===== config.mk =====
export PLATFORM = sky130hd
export DESIGN_NAME = snow_ctrl
export DESIGN_NICKNAME = d
export VERILOG_FILES = /design/src/sv/snow_pkg.sv /design/src/sv/snow_ctrl.sv
export SDC_FILE = /design/constraint.sdc
export NUM_CORES = 1
export LEC_CHECK = 0
export BUFFER_PORTS_ARGS = -buffer_cell sky130_fd_sc_hd__clkbuf_2
export CAP_MARGIN = 20
export CORE_AREA = 2 2 39 41
export CTS_CLUSTER_SIZE = 8
export DETAILED_ROUTE_END_ITERATION = 6
export DIE_AREA = 0 0 41 43
export SETUP_SLACK_MARGIN = 0.05
export SLEW_MARGIN = 20
export SYNTH_ARGS = -nofsm -noshare
export SYNTH_HDL_FRONTEND = slang
export SYNTH_SLANG_ARGS = --single-unit

===== constraint.sdc =====
create_clock -name clk -period 3 [get_ports clk]
set_input_delay 0.3 -clock clk [delete_from_list [all_inputs] [get_ports clk]]
set_output_delay 0.3 -clock clk [all_outputs]
set_load 0.05 [all_outputs]

===== src/sv/snow_pkg.sv =====
// ----------------------------------------------------------------------------
// SNOW-Vi package
// Payload types, configuration indexes and the AES round helpers.
// ----------------------------------------------------------------------------
package snow_pkg;

	typedef struct packed {
		logic        new_message;
		logic [63:0] text_low;
		logic [63:0] text_high;
	} snow_in_t;

	typedef struct packed {
		logic [63:0] cipher_low;
		logic [63:0] cipher_high;
	} snow_out_t;

	localparam logic [2:0] REG_KEY0  = 3'd0;
	localparam logic [2:0] REG_KEY1  = 3'd1;
	localparam logic [2:0] REG_KEY2  = 3'd2;
	localparam logic [2:0] REG_KEY3  = 3'd3;
	localparam logic [2:0] REG_IV_LO = 3'd4;
	localparam logic [2:0] REG_IV_HI = 3'd5;

	localparam logic [15:0] GA_POLY = 16'h4a6d;
	localparam logic [15:0] GB_POLY = 16'hcc87;
	localparam int unsigned INIT_ROUNDS = 16;

	// datapath commands
	typedef struct packed {
		logic load;
		logic step;
		logic init;
		logic key_lo;
		logic key_hi;
		logic capture;
		logic saved;
	} snow_cmd_t;

	localparam logic [7:0] SBOX [256] = '{
	8'h63,8'h7c,8'h77,8'h7b,8'hf2,8'h6b,8'h6f,8'hc5,8'h30,8'h01,8'h67,8'h2b,8'hfe,8'hd7,8'hab,8'h76,
	8'hca,8'h82,8'hc9,8'h7d,8'hfa,8'h59,8'h47,8'hf0,8'had,8'hd4,8'ha2,8'haf,8'h9c,8'ha4,8'h72,8'hc0,
	8'hb7,8'hfd,8'h93,8'h26,8'h36,8'h3f,8'hf7,8'hcc,8'h34,8'ha5,8'he5,8'hf1,8'h71,8'hd8,8'h31,8'h15,
	8'h04,8'hc7,8'h23,8'hc3,8'h18,8'h96,8'h05,8'h9a,8'h07,8'h12,8'h80,8'he2,8'heb,8'h27,8'hb2,8'h75,
	8'h09,8'h83,8'h2c,8'h1a,8'h1b,8'h6e,8'h5a,8'ha0,8'h52,8'h3b,8'hd6,8'hb3,8'h29,8'he3,8'h2f,8'h84,
	8'h53,8'hd1,8'h00,8'hed,8'h20,8'hfc,8'hb1,8'h5b,8'h6a,8'hcb,8'hbe,8'h39,8'h4a,8'h4c,8'h58,8'hcf,
	8'hd0,8'hef,8'haa,8'hfb,8'h43,8'h4d,8'h33,8'h85,8'h45,8'hf9,8'h02,8'h7f,8'h50,8'h3c,8'h9f,8'ha8,
	8'h51,8'ha3,8'h40,8'h8f,8'h92,8'h9d,8'h38,8'hf5,8'hbc,8'hb6,8'hda,8'h21,8'h10,8'hff,8'hf3,8'hd2,
	8'hcd,8'h0c,8'h13,8'hec,8'h5f,8'h97,8'h44,8'h17,8'hc4,8'ha7,8'h7e,8'h3d,8'h64,8'h5d,8'h19,8'h73,
	8'h60,8'h81,8'h4f,8'hdc,8'h22,8'h2a,8'h90,8'h88,8'h46,8'hee,8'hb8,8'h14,8'hde,8'h5e,8'h0b,8'hdb,
	8'he0,8'h32,8'h3a,8'h0a,8'h49,8'h06,8'h24,8'h5c,8'hc2,8'hd3,8'hac,8'h62,8'h91,8'h95,8'he4,8'h79,
	8'he7,8'hc8,8'h37,8'h6d,8'h8d,8'hd5,8'h4e,8'ha9,8'h6c,8'h56,8'hf4,8'hea,8'h65,8'h7a,8'hae,8'h08,
	8'hba,8'h78,8'h25,8'h2e,8'h1c,8'ha6,8'hb4,8'hc6,8'he8,8'hdd,8'h74,8'h1f,8'h4b,8'hbd,8'h8b,8'h8a,
	8'h70,8'h3e,8'hb5,8'h66,8'h48,8'h03,8'hf6,8'h0e,8'h61,8'h35,8'h57,8'hb9,8'h86,8'hc1,8'h1d,8'h9e,
	8'he1,8'hf8,8'h98,8'h11,8'h69,8'hd9,8'h8e,8'h94,8'h9b,8'h1e,8'h87,8'he9,8'hce,8'h55,8'h28,8'hdf,
	8'h8c,8'ha1,8'h89,8'h0d,8'hbf,8'he6,8'h42,8'h68,8'h41,8'h99,8'h2d,8'h0f,8'hb0,8'h54,8'hbb,8'h16
	};

	function automatic logic [7:0] xtime(input logic [7:0] v);
		return {v[6:0], 1'b0} ^ (v[7] ? 8'h1b : 8'h00);
	endfunction

	function automatic logic [15:0] mulx(input logic [15:0] v, input logic [15:0] poly);
		return {v[14:0], 1'b0} ^ (v[15] ? poly : 16'h0000);
	endfunction

	// byte i of the 128-bit word sits at bits 8i+7:8i
	function automatic logic [127:0] aes_round(input logic [127:0] x);
		logic [7:0] t [16];
		logic [7:0] a0, a1, a2, a3, all;
		logic [127:0] o;
		for (int c = 0; c < 4; c++) begin
			for (int r = 0; r < 4; r++) begin
				t[r + 4 * c] = SBOX[x[8 * (r + 4 * ((c + r) % 4)) +: 8]];
			end
		end
		for (int c = 0; c < 4; c++) begin
			a0 = t[4 * c];
			a1 = t[4 * c + 1];
			a2 = t[4 * c + 2];
			a3 = t[4 * c + 3];
			all = a0 ^ a1 ^ a2 ^ a3;
			o[32 * c +: 8]      = a0 ^ all ^ xtime(a0 ^ a1);
			o[32 * c + 8 +: 8]  = a1 ^ all ^ xtime(a1 ^ a2);
			o[32 * c + 16 +: 8] = a2 ^ all ^ xtime(a2 ^ a3);
			o[32 * c + 24 +: 8] = a3 ^ all ^ xtime(a3 ^ a0);
		end
		return o;
	endfunction

	function automatic logic [127:0] sigma(input logic [127:0] x);
		logic [127:0] o;
		for (int i = 0; i < 16; i++) begin
			o[8 * i +: 8] = x[8 * (4 * (i % 4) + i / 4) +: 8];
		end
		return o;
	endfunction

endpackage


===== src/sv/snow_ctrl.sv =====
// ----------------------------------------------------------------------------
// SNOW-Vi controller
// Sequences load, sixteen init rounds and the data round; output handshake.
// ----------------------------------------------------------------------------
module snow_ctrl (
	input  logic                clk,
	input  logic                arst_n,
	input  logic                in_valid,
	input  logic                new_message,
	output logic                in_stall,
	output logic                out_valid,
	input  logic                out_stall,
	output snow_pkg::snow_cmd_t cmd
);
	import snow_pkg::*;

	typedef enum logic [1:0] {S_IDLE, S_INIT, S_DATA} state_t;

	state_t     state_q;
	logic [3:0] cnt_q;
	logic       out_valid_q;
	logic       free;

	// output register free after this edge
	assign free     = !out_valid_q || !out_stall;
	assign in_stall = (state_q != S_IDLE) || !free;
	assign out_valid = out_valid_q;

	always_comb begin
		cmd = '0;
		case (state_q)
			S_IDLE: begin
				if (in_valid && !in_stall) begin
					if (new_message) begin
						cmd.load = 1'b1;
					end else begin
						cmd.step    = 1'b1;
						cmd.capture = 1'b1;
					end
				end
			end
			S_INIT: begin
				cmd.step   = 1'b1;
				cmd.init   = 1'b1;
				cmd.key_lo = (cnt_q == 4'd14);
				cmd.key_hi = (cnt_q == 4'd15);
			end
			S_DATA: begin
				if (free) begin
					cmd.step    = 1'b1;
					cmd.capture = 1'b1;
					cmd.saved   = 1'b1;
				end
			end
			default: cmd = '0;
		endcase
	end

	always_ff @(posedge clk or negedge arst_n) begin
		if (!arst_n) begin
			state_q     <= S_IDLE;
			cnt_q       <= '0;
			out_valid_q <= 1'b0;
		end else begin
			if (out_valid_q && !out_stall) begin
				out_valid_q <= 1'b0;
			end
			if (cmd.capture) begin
				out_valid_q <= 1'b1;
			end
			case (state_q)
				S_IDLE: begin
					if (cmd.load) begin
						state_q <= S_INIT;
						cnt_q   <= '0;
					end
				end
				S_INIT: begin
					cnt_q <= cnt_q + 4'd1;
					if (cnt_q == 4'(INIT_ROUNDS - 1)) begin
						state_q <= S_DATA;
					end
				end
				S_DATA: begin
					if (free) begin
						state_q <= S_IDLE;
					end
				end
				default: state_q <= S_IDLE;
			endcase
		end
	end

	a_no_step_on_load: assert property (@(posedge clk) disable iff (!arst_n)
		!(cmd.load && cmd.step)) else $error("load and step together");
	a_init_to_data: assert property (@(posedge clk) disable iff (!arst_n)
		(state_q == S_INIT && cnt_q == 4'd15) |=> state_q == S_DATA)
		else $error("init did not end in data round");
	a_capture_free: assert property (@(posedge clk) disable iff (!arst_n)
		cmd.capture |-> free) else $error("result overwritten");

endmodule


# Word level (Yosys, flattened, before mapping)

Cells that the tools add are included.

Equality and inequality tests: 7
Reductions and logical operators: 14
Add/sub/neg operators: 1
Multiplexer cells: 19

Operators with widths:

| kind                                           | count |
|---|---|
| 2-to-1 mux 2 bit                               | 5 |
| == test 4 bit (second input constant)          | 2 |
| 2-to-1 mux 1 bit                               | 8 |
| one-hot mux 4 bit (2 select lines)             | 1 |
| inequality test 2 bit (second input constant)  | 3 |
| one-hot mux 2 bit (3 select lines)             | 1 |
| nonzero test 2 bit                             | 3 |
| adder 4 x 1 -> 4 bit (second input constant)   | 1 |
| zero test 1 bit                                | 4 |
| 2-to-1 mux 4 bit                               | 1 |
| 2-to-1 mux 3 bit                               | 1 |
| one-hot mux 1 bit (3 select lines)             | 1 |
| AND reduction 3 bit                            | 1 |
| == test 2 x 1 -> 1 bit (second input constant) | 1 |
| == test 2 bit (second input constant)          | 1 |
| logical AND 1 bit                              | 2 |
| zero test 2 bit                                | 1 |
| logical OR 1 bit                               | 2 |
| one-hot mux 1 bit (2 select lines)             | 1 |
| AND reduction 2 bit                            | 1 |

Bits of input ports: 5
Register bits: 7

# Longest topological paths before layout

Gate-level depths: netlist (run 1).

Depth after elaboration: 10
Depth in mapped cells: 5

# Least setup slack after synthesis (run 1)

OpenSTA, ideal clock, no wires.

Kind: register to output
From: register out_valid_q, in the netlist out_valid
To: output port cmd[5] in the netlist's numbering
Path slack: 775 ps
Arrival: 1925 ps
Cell stages (with the launch flop): 4
Path through: dfrtp_1 > nand2_1 > nand2b_1 > o21ai_0

RTL lines:

| element                | line            | source |
|---|---|---|
| from (decl)            | snow_ctrl.sv:21 | `logic out_valid_q;` |
| from (signal assigned) | snow_ctrl.sv:63 | `out_valid_q <= 1'b0;` |
| from (signal assigned) | snow_ctrl.sv:66 | `out_valid_q <= 1'b0;` |
| from (signal assigned) | snow_ctrl.sv:69 | `out_valid_q <= 1'b1;` |
| to (decl)              | snow_ctrl.sv:13 | `output snow_pkg::snow_cmd_t cmd` |

==> metrics.md, run 1 <==
| Metric | Value |
|---|---|
| Internal Pwr Total | `0.000270 W` |
| Total Routing Usage GR | `roughly an eighth` |
| Fin nets | `69` |
| Hpwl dp | `678 um` |
| Synth area leader | `dfrtp_1` |
| H-tree depth | `1` |
| Worst path max stage delay | `0.43 ns` |
| Postcts setup bufs | `0` |
| Switch Pwr | `0.000286 W` |
| Number of max-cap violations | `0` |
| Syn Inst Count | `44` |
| Initial antenna violation count | `0` |
| Core ar. | `1380 um^2` |
| Hold Fails Final Rpt | `0` |
| Critical Path AT | `approximately 1.5 ns` |
| Power per cell area | `1060 nW/um^2` |
| Top cell type's share of synthesized area | `42.6%` |
| Top post-synthesis cells by area | `dfrtp_1, nand3_1, ha_1, o211ai_2, nor2_1` |
| ANT nets after route | `0` |
| Min Hold Slack | `between 0.3 and 0.4 ns` |
| Worst-path clk slew | `0.05 ns` |
| Drt first pass iters | `4` |
| Pwr Total | `0.000556 W` |
| Post-synthesis sequential area ratio | `42.6%` |
| WP data required | `2.70 ns` |
| Cts repair resizes | `0` |
| First-pass GRT wire length | `roughly 1300 um` |
| Main synth FF type | `dfrtp_1` |
| Setup CP Type | `reg2out` |
| Max-slew violation count | `0` |
| Vias in the first global route | `326` |
| Drt via density | `4.65` |
| Measured slew at the worst slew-check pin | `about 0.40 ns` |
| RSZ-0062 raised after global routing | `no` |
| Rel. slew slack | `73.2%` |
| LEAKAGE | `between 0.2 and 0.3 nW` |
| Most frequent cells after synthesis | `dfrtp_1, nand3_1, nor2_1, inv_1, nand2_1` |
| Die extent in x | `41 um` |
| Die Ht | `around 43 um` |
| IO Port Bufs | `13` |
| Synthesized flop and latch total | `7` |
| CP top delay family | `buffers and inverters` |
| Share of cells above drive strength 1 | `32.8%` |
| Skew-Pair Late Insertion Delay | `between 0.2 and 0.3 ns` |
| Min-Delay Path Class | `in2reg` |
| Ports | `14` |
| GPL Wtd Cong | `0.756` |
| Setup WS post-layout | `1.20 ns` |
| Largest net degree at the start of global routing | `12` |
| Critical Path Fanout Max | `11` |
| Setup TNS | `0 ns` |
| Worst path slowest cell | `dfrtp_1` |
| Crit share post-route | `59.9%` |
| # diodes | `0` |
| Comb pwr share | `52.4%` |
| Place WS | `1.47 ns` |
| 1st-iter DRT viols | `6` |
| Clock Power Share | `between 15 and 20%` |
| CTS tree | `built` |
| Switching fraction of total power | `51.5%` |
| Num Clock Sinks | `7` |
| Clock skew | `between 0.003 and 0.004 ns` |
| DRC violations left | `0` |
| Area grow syn2layout | `27.7%` |
| Max Clk Rate | `556 MHz` |
| Syn Area/Cell | `~9.4 um^2` |
| Remaining Overflow, GRT | `0` |
| Syn nets | `51` |
| Crit path cell chain | `nand2b_1 > inv_1 > clkbuf_2` |
| Die area | `1760 um^2` |
| CTS root buffer | `clkbuf_4` |
| Total wire length | `890 um` |
| Final setup vio count | `0` |
| Clk buf depth | `2` |
| Synthesized area | `412 um^2` |
| Cts bufs inserted | `3` |
| Status | `finished, final reports clean` |
| CP bufs+invs | `2` |
| Synth Warn # | `0` |
| Vias | `358` |
| Type of origin of the critical path | `flop` |
| Hold_buf cts | `1` |
| Initial Util | `29.7%` |
| DR WL/cell | `between 10 and 15 um` |
| Crit end category | `output port` |
| Post-synth EDFFs | `0` |
| Most common cell in the netlist | `dfrtp_1` |
| Cell variety after synth | `19` |
| Final Instance Area | `approximately 530 um^2` |
| Asr flop ratio synth | `100%` |
| Peak VDD IR | `roughly 0.00038 V` |
| Dpl cell area | `~500 um^2` |
| Sequential power share | `32.2%` |
| Period minus WS final | `about 1.8 ns` |
| Row count | `14` |
==> area by class of cell <==
class,count,area [um^2]
clock buffer,4,26.3
sequential,7,175
tap,16,20.0
multi-input combinational,32,214
fill,147,858
inverter,4,15.0
timing repair buffer,14,75.1
==> cell usage in the layout (no fill, tap or decap), types with 3 or more instances in the layout <==
cell,Yosys,final
nand2_1,3,3
dfrtp_1,7,7
nand3_1,6,6
nor2_1,5,5
clkbuf_2,0,13
clkbuf_4,0,3
inv_1,4,4
==> stage by stage <==
step,util (%),std cells
2_1_floorplan,-,44
3_3_place_gp,35.4,72
3_5_place_dp,35.4,72
4_1_cts,38.0,77
5_1_grt,38.0,77
6_report,38.0,77
==> logic make-up after synthesis <==
family                   after synthesis  synth area share [%]
XOR/XNOR                               1                  2.13
adder cells (fa/ha/maj)                2                  6.08
buffers and inverters                  5                  5.47
AND/OR/NAND/NOR                       19                  23.7
AO/OA/AOI/OAI                         10                  20.1
flip-flops                             7                  42.6
==> state kept, by name (all words and copies together) (netlist names) <==
| signal | cells |
|---|---|
| out_valid | 1 |
| state_q | 2 |
| cnt_q | 4 |
==> power by group through the flow <==
stage          sequential, W  clock (W)  combinational (W)
2_1_floorplan       0.000182          0           0.000229
3_3_place_gp        0.000179          0           0.000289
3_5_place_dp        0.000179          0           0.000291
4_1_cts             0.000178  0.0000917           0.000294
5_1_grt             0.000186  0.0000978           0.000320
6_report            0.000179  0.0000861           0.000291
==> path summary, 6_finish.rpt <==
kind                                         from                    end  slack, ns  depth (start not counted)
min                                     out_stall  out_valid$_DFFE_PN0P_       0.33                          3
max reg2reg                state_q[1]$_DFFE_PN0P_   cnt_q[3]$_DFFE_PN0P_       1.67                          3
min reg2reg                  cnt_q[0]$_DFFE_PN0P_   cnt_q[0]$_DFFE_PN0P_       0.57                          1
max                        state_q[1]$_DFFE_PN0P_                 cmd[4]       1.20                          3
max in group asynchronous                  arst_n  out_valid$_DFFE_PN0P_       2.38                          2
min in group asynchronous                  arst_n   cnt_q[3]$_DFFE_PN0P_       0.45                          2
==> layer usage <==
| metal | up-vias | share of wire, % | wire [um] | GRT usage [%] |
|---|---|---|---|---|
| met5 | - | 0 | 0 | 0 |
| met4 | 0 | 0 | 0 | 10.0 |
| met3 | 0 | 5.6 | 50 | 1.57 |
| met2 | 13 | 44 | 389 | 15.6 |
| met1 | 158 | 51 | 450 | 16.4 |
| li1 | 187 | - | - | - |
==> worst reg2reg max path, cell delays in order, from the launching register on <==
cell and delay, ns:
dfrtp_1 0.43, nand2b_1 0.35, or3_1 0.42, nand3_1 0.07
Power figures use the tool's default switching activity.
==> run 2, diff against run 1 <==
==> constraint.sdc (replaced) <==
create_clock -name clk -period 1.6 [get_ports clk]
set_input_delay 0.16 -clock clk [delete_from_list [all_inputs] [get_ports clk]]
set_output_delay 0.16 -clock clk [all_outputs]
set_load 0.05 [all_outputs]
==> metrics.md, run 2 (synthesis gave the netlist of run 1 again) <==
| Metric | Value |
|---|---|
| DRC violations left | `0 (unchanged)` |
| 1st-iter DRT viols | `5 (-1)` |
| Status | `finished, final reports clean` |
| Worst reg2reg startpoint | `state_q[1]$_DFFE_PN0P_` |
| Final setup vio count | `0 (unchanged)` |
| Max Clk Rate | `659 MHz` |
| First-pass GRT wire length | `1330 um (-1.0%)` |
| Reg2reg end | `cnt_q[3]$_DFFE_PN0P_` |
| Remaining Overflow, GRT | `0 (unchanged)` |
| Comb pwr share | `55.2% (+2.8 points)` |
| Power per cell area | `1910 nW/um^2 (+80%)` |
| Ports | `14 (unchanged)` |
| Largest net degree at the start of global routing | `8 (-4)` |
| GR Layer Usage met3 | `5.24% (+3.7 points)` |
| Drt first pass iters | `5 (+1)` |
| Row count | `14 (unchanged)` |
| GRT busiest layer | `met1` |
| Skew-Pair Late Insertion Delay | `0.25 ns (about the same)` |
| Total Routing Usage GR | `11.8% (-0.14 points)` |
| GR Util met1 | `16.0% (-0.39 points)` |
| Clock Power Share | `14.0% (-1.5 points)` |
| Initial Util | `29.7% (unchanged)` |
| Setup CP Type | `reg2out` |
| Number of max-cap violations | `0 (unchanged)` |
| Initial antenna violation count | `0 (unchanged)` |
| Switch Pwr | `0.000541 W (+89%)` |
| Min-Delay Path Class | `in2reg` |
| Min Hold Slack | `0.207 ns (-0.119 ns)` |
| Share of cells above drive strength 1 | `42.2% (+9.4 points)` |
| IO Port Bufs | `13 (unchanged)` |
| Worst R2R Path Depth | `4 (+1)` |
| Clock skew | `0.00436 ns (+0.00126 ns)` |
| Drt via density | `4.59 (-1.3%)` |
| Critical Path AT | `1.36 ns (-0.14 ns)` |
| Hpwl dp | `660 um (-2.8%)` |
| Internal Pwr Total | `0.000558 W (+110%)` |
| RSZ-0062 raised after global routing | `yes` |
| Rel. slew slack | `81.3% (+8.0 points)` |
| Die Ht | `43 um (unchanged)` |
| WP data required | `1.44 ns (-1.26 ns)` |
| Die area | `1760 um^2 (unchanged)` |
| CTS tree | `built` |
| Hold endpoint | `out_valid$_DFFE_PN0P_` |
| R2R Setup Slk | `0.33 ns (-1.34 ns)` |
| GRT met2 Usage | `14.4% (-1.3 points)` |
| Max reg flops | `4 (unchanged)` |
| # diodes | `0 (unchanged)` |
| Hold Fails Final Rpt | `0 (unchanged)` |
| Critical Path Fanout Max | `6 (-5)` |
| Switching fraction of total power | `49.2% (-2.3 points)` |
| Num Clock Sinks | `7 (unchanged)` |
| Total wire length | `891 um (+0.11%)` |
| Setup TNS | `0 ns (unchanged)` |
| Period minus WS final | `1.52 ns` |
| Measured slew at the worst slew-check pin | `0.282 ns (-0.119 ns)` |
| Peak VDD IR | `0.000787 V (+110%)` |
| LEAKAGE | `0.275 nW (+6.6%)` |
| ANT nets after route | `0 (unchanged)` |
| CTS root buffer | `clkbuf_4` |
| Worst-path clk slew | `0.05 ns (about the same)` |
| Crit share post-route | `94.9%` |
| Vias | `367 (+2.5%)` |
| Max-slew violation count | `0 (unchanged)` |
| HP Start | `out_stall` |
| Most common cell after layout, fill and taps aside | `clkbuf_2` |
| Crit end category | `output port` |
| Worst hold path depth | `3 (unchanged)` |
| Vias in the first global route | `315 (-3.4%)` |
| Cts bufs inserted | `3 (unchanged)` |
| Fin nets | `72 (+4.3%)` |
| Commonest cells after routing, fill and taps aside | `clkbuf_2, nand3_1, nor2_1, clkbuf_4` |
| Largest register by flop count | `cnt_q` |
| Area grow syn2layout | `40.1%` |
| DR WL/cell | `11.1 um (-3.6%)` |
| GPL Wtd Cong | `0.746 (-1.3%)` |
| Die extent in x | `41 um (unchanged)` |
| Core ar. | `1380 um^2 (unchanged)` |
| Type of origin of the critical path | `flop` |
| H-tree depth | `1 (unchanged)` |
| Clk buf depth | `2 (unchanged)` |
| Sequential power share | `30.8% (-1.4 points)` |
## run 2: cell types whose count changed in the layout (fill, tap and decap cells not counted)
cell,previous run,this run
clkbuf_2,13,9
buf_4,0,3
dfrtp_1,7,4
dfrtp_2,0,3
clkbuf_4,3,5
buf_6,0,1
buf_8,0,1
o21ai_0,2,1
o21ai_2,0,1
## run 2: repair_timing
action,CTS,global route
hold endpoints to repair,7,0
pin swaps,0,2
hold buffers,1,0
setup buffers,0,2
setup endpoints to repair,2,5
resized for setup,3,9
## run 2: final cells by class
type | count | area, um^2
inverters | 4 | 15.0
multi-input cells | 32 | 218
flip-flops and latches | 7 | 179
fillers | 143 | 807
well taps | 16 | 20.0
clock buffers | 4 | 26.3
repair buffers | 17 | 119
## run 2: power by group through the flow
stage               registers, W  clock network, W  logic (W)
global placement        0.000335                 0   0.000570
detailed placement      0.000338                 0   0.000568
global route            0.000352          0.000175   0.000662
floorplan               0.000343                 0   0.000440
finish                  0.000339          0.000154   0.000607
CTS                     0.000336          0.000165   0.000577
## run 2: routing by layer
layer / vias up / wire length, um
met3: 0 / 50
met4: 0 / 0
li1: 192 / -
met1: 162 / 421
met2: 13 / 419
met5: - / 0
## run 2: how the worst max path moves through the flow
stage / startpoint / to / slack [ns] / cells past startpoint
floorplan: out_valid$_DFFE_PN0P_ / cmd[1] / 0.04 / 3
global placement: state_q[0]$_DFFE_PN0P_ / cmd[6] / 0.27 / 3
detailed placement: state_q[0]$_DFFE_PN0P_ / cmd[6] / 0.25 / 3
CTS: state_q[1]$_DFFE_PN0P_ / cmd[4] / 0.06 / 3
global route: state_q[1]$_DFFE_PN0P_ / cmd[6] / 0.03 / 3
finish: state_q[1]$_DFFE_PN0P_ / cmd[6] / 0.08 / 3
## run 2: per-stage QoR
step,cells,area [um^2],util [%],total power (W),setup WS (ns)
finish,80,577,41.7,0.00110,0.0816
CTS,78,549,39.7,0.00108,0.0588
floorplan,44,417,-,0.000783,0.0438
detailed placement,73,502,36.3,0.000906,0.248
global placement,73,502,36.3,0.000905,0.265
global route,80,577,41.7,0.00119,0.0257
## run 2: critical path: stages, from the launching register on
cell and delay [ns]:
dfrtp_2 0.43, a211o_4 0.35, nor2_4 0.17, buf_8 0.16
==> run 3, diff against run 2 <==
--- a/config.mk
+++ b/config.mk
@@ -11,6 +11,7 @@
 export CTS_CLUSTER_SIZE = 8
 export DETAILED_ROUTE_END_ITERATION = 6
 export DIE_AREA = 0 0 41 43
+export PLACE_DENSITY = 0.68
 export SETUP_SLACK_MARGIN = 0.05
 export SLEW_MARGIN = 20
 export SYNTH_ARGS = -nofsm -noshare
==> metrics.md, run 3 (synthesis gave the netlist of run 1 again) <==
| Metric | Value |
|---|---|
| Initial Util | `29.7% (unchanged)` |
| ANT nets after route | `0 (unchanged)` |
| Die area | `1760 um^2 (unchanged)` |
| Skew-Pair Late Insertion Delay | `0.25 ns (about the same)` |
| Place WS | `0.250 ns (+0.00154 ns)` |
| CTS root buffer | `clkbuf_4` |
| Largest register by flop count | `cnt_q` |
| Min-Delay Path Class | `in2reg` |
| Switch Pwr | `0.000544 W (+0.58%)` |
| Type of origin of the critical path | `flop` |
| Remaining Overflow, GRT | `0 (unchanged)` |
| Die Ht | `43 um (unchanged)` |
| First-pass GRT wire length | `1340 um (+0.53%)` |
| Setup CP Type | `reg2out` |
| Comb pwr share | `54.3% (-0.9 points)` |
| Largest net degree at the start of global routing | `8 (unchanged)` |
| Crit end category | `output port` |
| Peak VDD IR | `0.000807 V (+2.5%)` |
| Total wire length | `903 um (+1.3%)` |
| Commonest cells after routing, fill and taps aside | `clkbuf_2, nand3_1, nor2_1, clkbuf_4, dfrtp_1` |
| Total Routing Usage GR | `11.5% (-0.26 points)` |
| Sequential power share | `31.3% (+0.5 points)` |
| Area grow syn2layout | `35.9%` |
| Measured slew at the worst slew-check pin | `0.286 ns (+0.00372 ns)` |
| Die extent in x | `41 um (unchanged)` |
| Setup TNS | `0 ns (unchanged)` |
| Clock Power Share | `14.4% (+0.4 points)` |
| # diodes | `0 (unchanged)` |
| Vias in the first global route | `365 (+16%)` |
| Initial antenna violation count | `0 (unchanged)` |
| Core ar. | `1380 um^2 (unchanged)` |
| Fin nets | `70 (-2.8%)` |
| Max reg flops | `4 (unchanged)` |
| Pwr Total | `0.00109 W (-1.1%)` |
| Final Core Density | `40.4% (-1.3 points)` |
| 1st-iter DRT viols | `1 (-4)` |
| Most common cell after layout, fill and taps aside | `clkbuf_2` |
| Clk buf depth | `2 (unchanged)` |
| Clock skew | `0.00532 ns (+0.000962 ns)` |
| H-tree depth | `1 (unchanged)` |
| Worst-path clk slew | `0.05 ns (about the same)` |
| Min Hold Slack | `0.196 ns (-0.0112 ns)` |
| Crit share post-route | `94.6% (-0.30 points)` |
| LEAKAGE | `0.265 nW (-3.3%)` |
| Row count | `14 (unchanged)` |
| CTS tree | `built` |
| DRC violations left | `0 (unchanged)` |
| Vias | `379 (+3.3%)` |
| Drt first pass iters | `2 (-3)` |
| Status | `finished, final reports clean` |
| Switching fraction of total power | `50.1% (+0.83 points)` |
| Power per cell area | `1940 nW/um^2 (+2.0%)` |
| WP data required | `1.44 ns (about the same)` |
| IO Port Bufs | `13 (unchanged)` |
| RSZ-0062 raised after global routing | `yes` |
| Max Clk Rate | `661 MHz (+0.32%)` |
| Rel. slew slack | `81.0% (-0.25 points)` |
| Max-slew violation count | `0 (unchanged)` |
| Final setup vio count | `0 (unchanged)` |
| Share of cells above drive strength 1 | `40.3% (-1.9 points)` |
| Hpwl dp | `739 um (+12%)` |
| Internal Pwr Total | `0.000543 W (-2.7%)` |
| Postcts setup bufs | `0 (unchanged)` |
| Number of max-cap violations | `0 (unchanged)` |
| Ports | `14 (unchanged)` |
| FILL cells | `145 (+1.4%)` |
| Cts bufs inserted | `3 (unchanged)` |
| Drt via density | `4.86 (+5.9%)` |
| Period minus WS final | `1.51 ns (-0.00479 ns)` |
| Num Clock Sinks | `7 (unchanged)` |
| Critical Path Fanout Max | `6 (unchanged)` |
| Critical Path AT | `1.35 ns (about the same)` |
| GPL Wtd Cong | `0.713 (-4.5%)` |
| Setup WS post-layout | `0.0864 ns (+0.00479 ns)` |
| DR WL/cell | `11.6 um (+3.9%)` |
| Hold Fails Final Rpt | `0 (unchanged)` |
==> run 3: cell types whose count changed in the layout (fill, tap and decap cells not counted) <==
| cell | change |
|---|---|
| buf_6 | -1 |
| nand2b_2 | +1 |
| nand2b_1 | -1 |
| dfrtp_1 | +1 |
| dfrtp_2 | -1 |
| buf_4 | -1 |
==> run 3: power groups by stage <==
stage	Combinational [W]	Clock, W	Sequential, W
after floorplan	0.000440	0	0.000343
after detailed placement	0.000575	0	0.000338
after global placement	0.000568	0	0.000333
final	0.000590	0.000156	0.000341
after global routing	0.000648	0.000172	0.000353
after CTS	0.000584	0.000164	0.000336
==> run 3: per-stage QoR <==
step	instances	instance area (um^2)
global placement	73	502
floorplan	44	417
finish	78	559
CTS	78	549
detailed placement	73	502
global route	78	559
==> run 3: area by class of cell <==
class,count,area [um^2],area share (%)
Clock buffer,4,26.3,4.70
Inverter,4,15.0,2.68
Multi-Input combinational cell,32,220,39.4
Sequential cell,7,178,31.8
Tap cell,16,20.0,3.58
Timing Repair Buffer,15,100,17.9
==> run 3: repair_timing <==
action | CTS | global route
hold endpoints to repair | 7 | 0
gates cloned | 0 | 0
hold buffers | 1 | 0
gates resized for setup | 3 | 8
endpoints found under the setup margin | 2 | 5
==> run 3: final timing paths <==
path | depth (start not counted) | slack [ns] | startpoint | to
min in group asynchronous | 2 | 0.28 | arst_n | out_valid$_DFFE_PN0P_
setup / recovery | 3 | 0.09 | state_q[0]$_DFFE_PN0P_ | cmd[6]
setup reg to reg | 3 | 0.39 | state_q[1]$_DFFE_PN0P_ | cnt_q[3]$_DFFE_PN0P_
hold / removal | 3 | 0.20 | out_stall | out_valid$_DFFE_PN0P_
max in group asynchronous | 2 | 1.14 | arst_n | state_q[0]$_DFFE_PN0P_
hold reg to reg | 1 | 0.55 | state_q[0]$_DFFE_PN0P_ | state_q[1]$_DFFE_PN0P_
==> run 3: worst max-delay path, cell delays in order, from the launching register on <==
cell and delay, ns:
dfrtp_2 0.44, a211o_4 0.35, nor2_4 0.14, buf_8 0.16
==> run 3: per-layer routing <==
metal / track usage (%) / share of wire, %
met1: 9.51 / 41
met2: 20.9 / 52
met3: 6.28 / 6.8
met4: 4.00 / 0
met5: 0 / 0
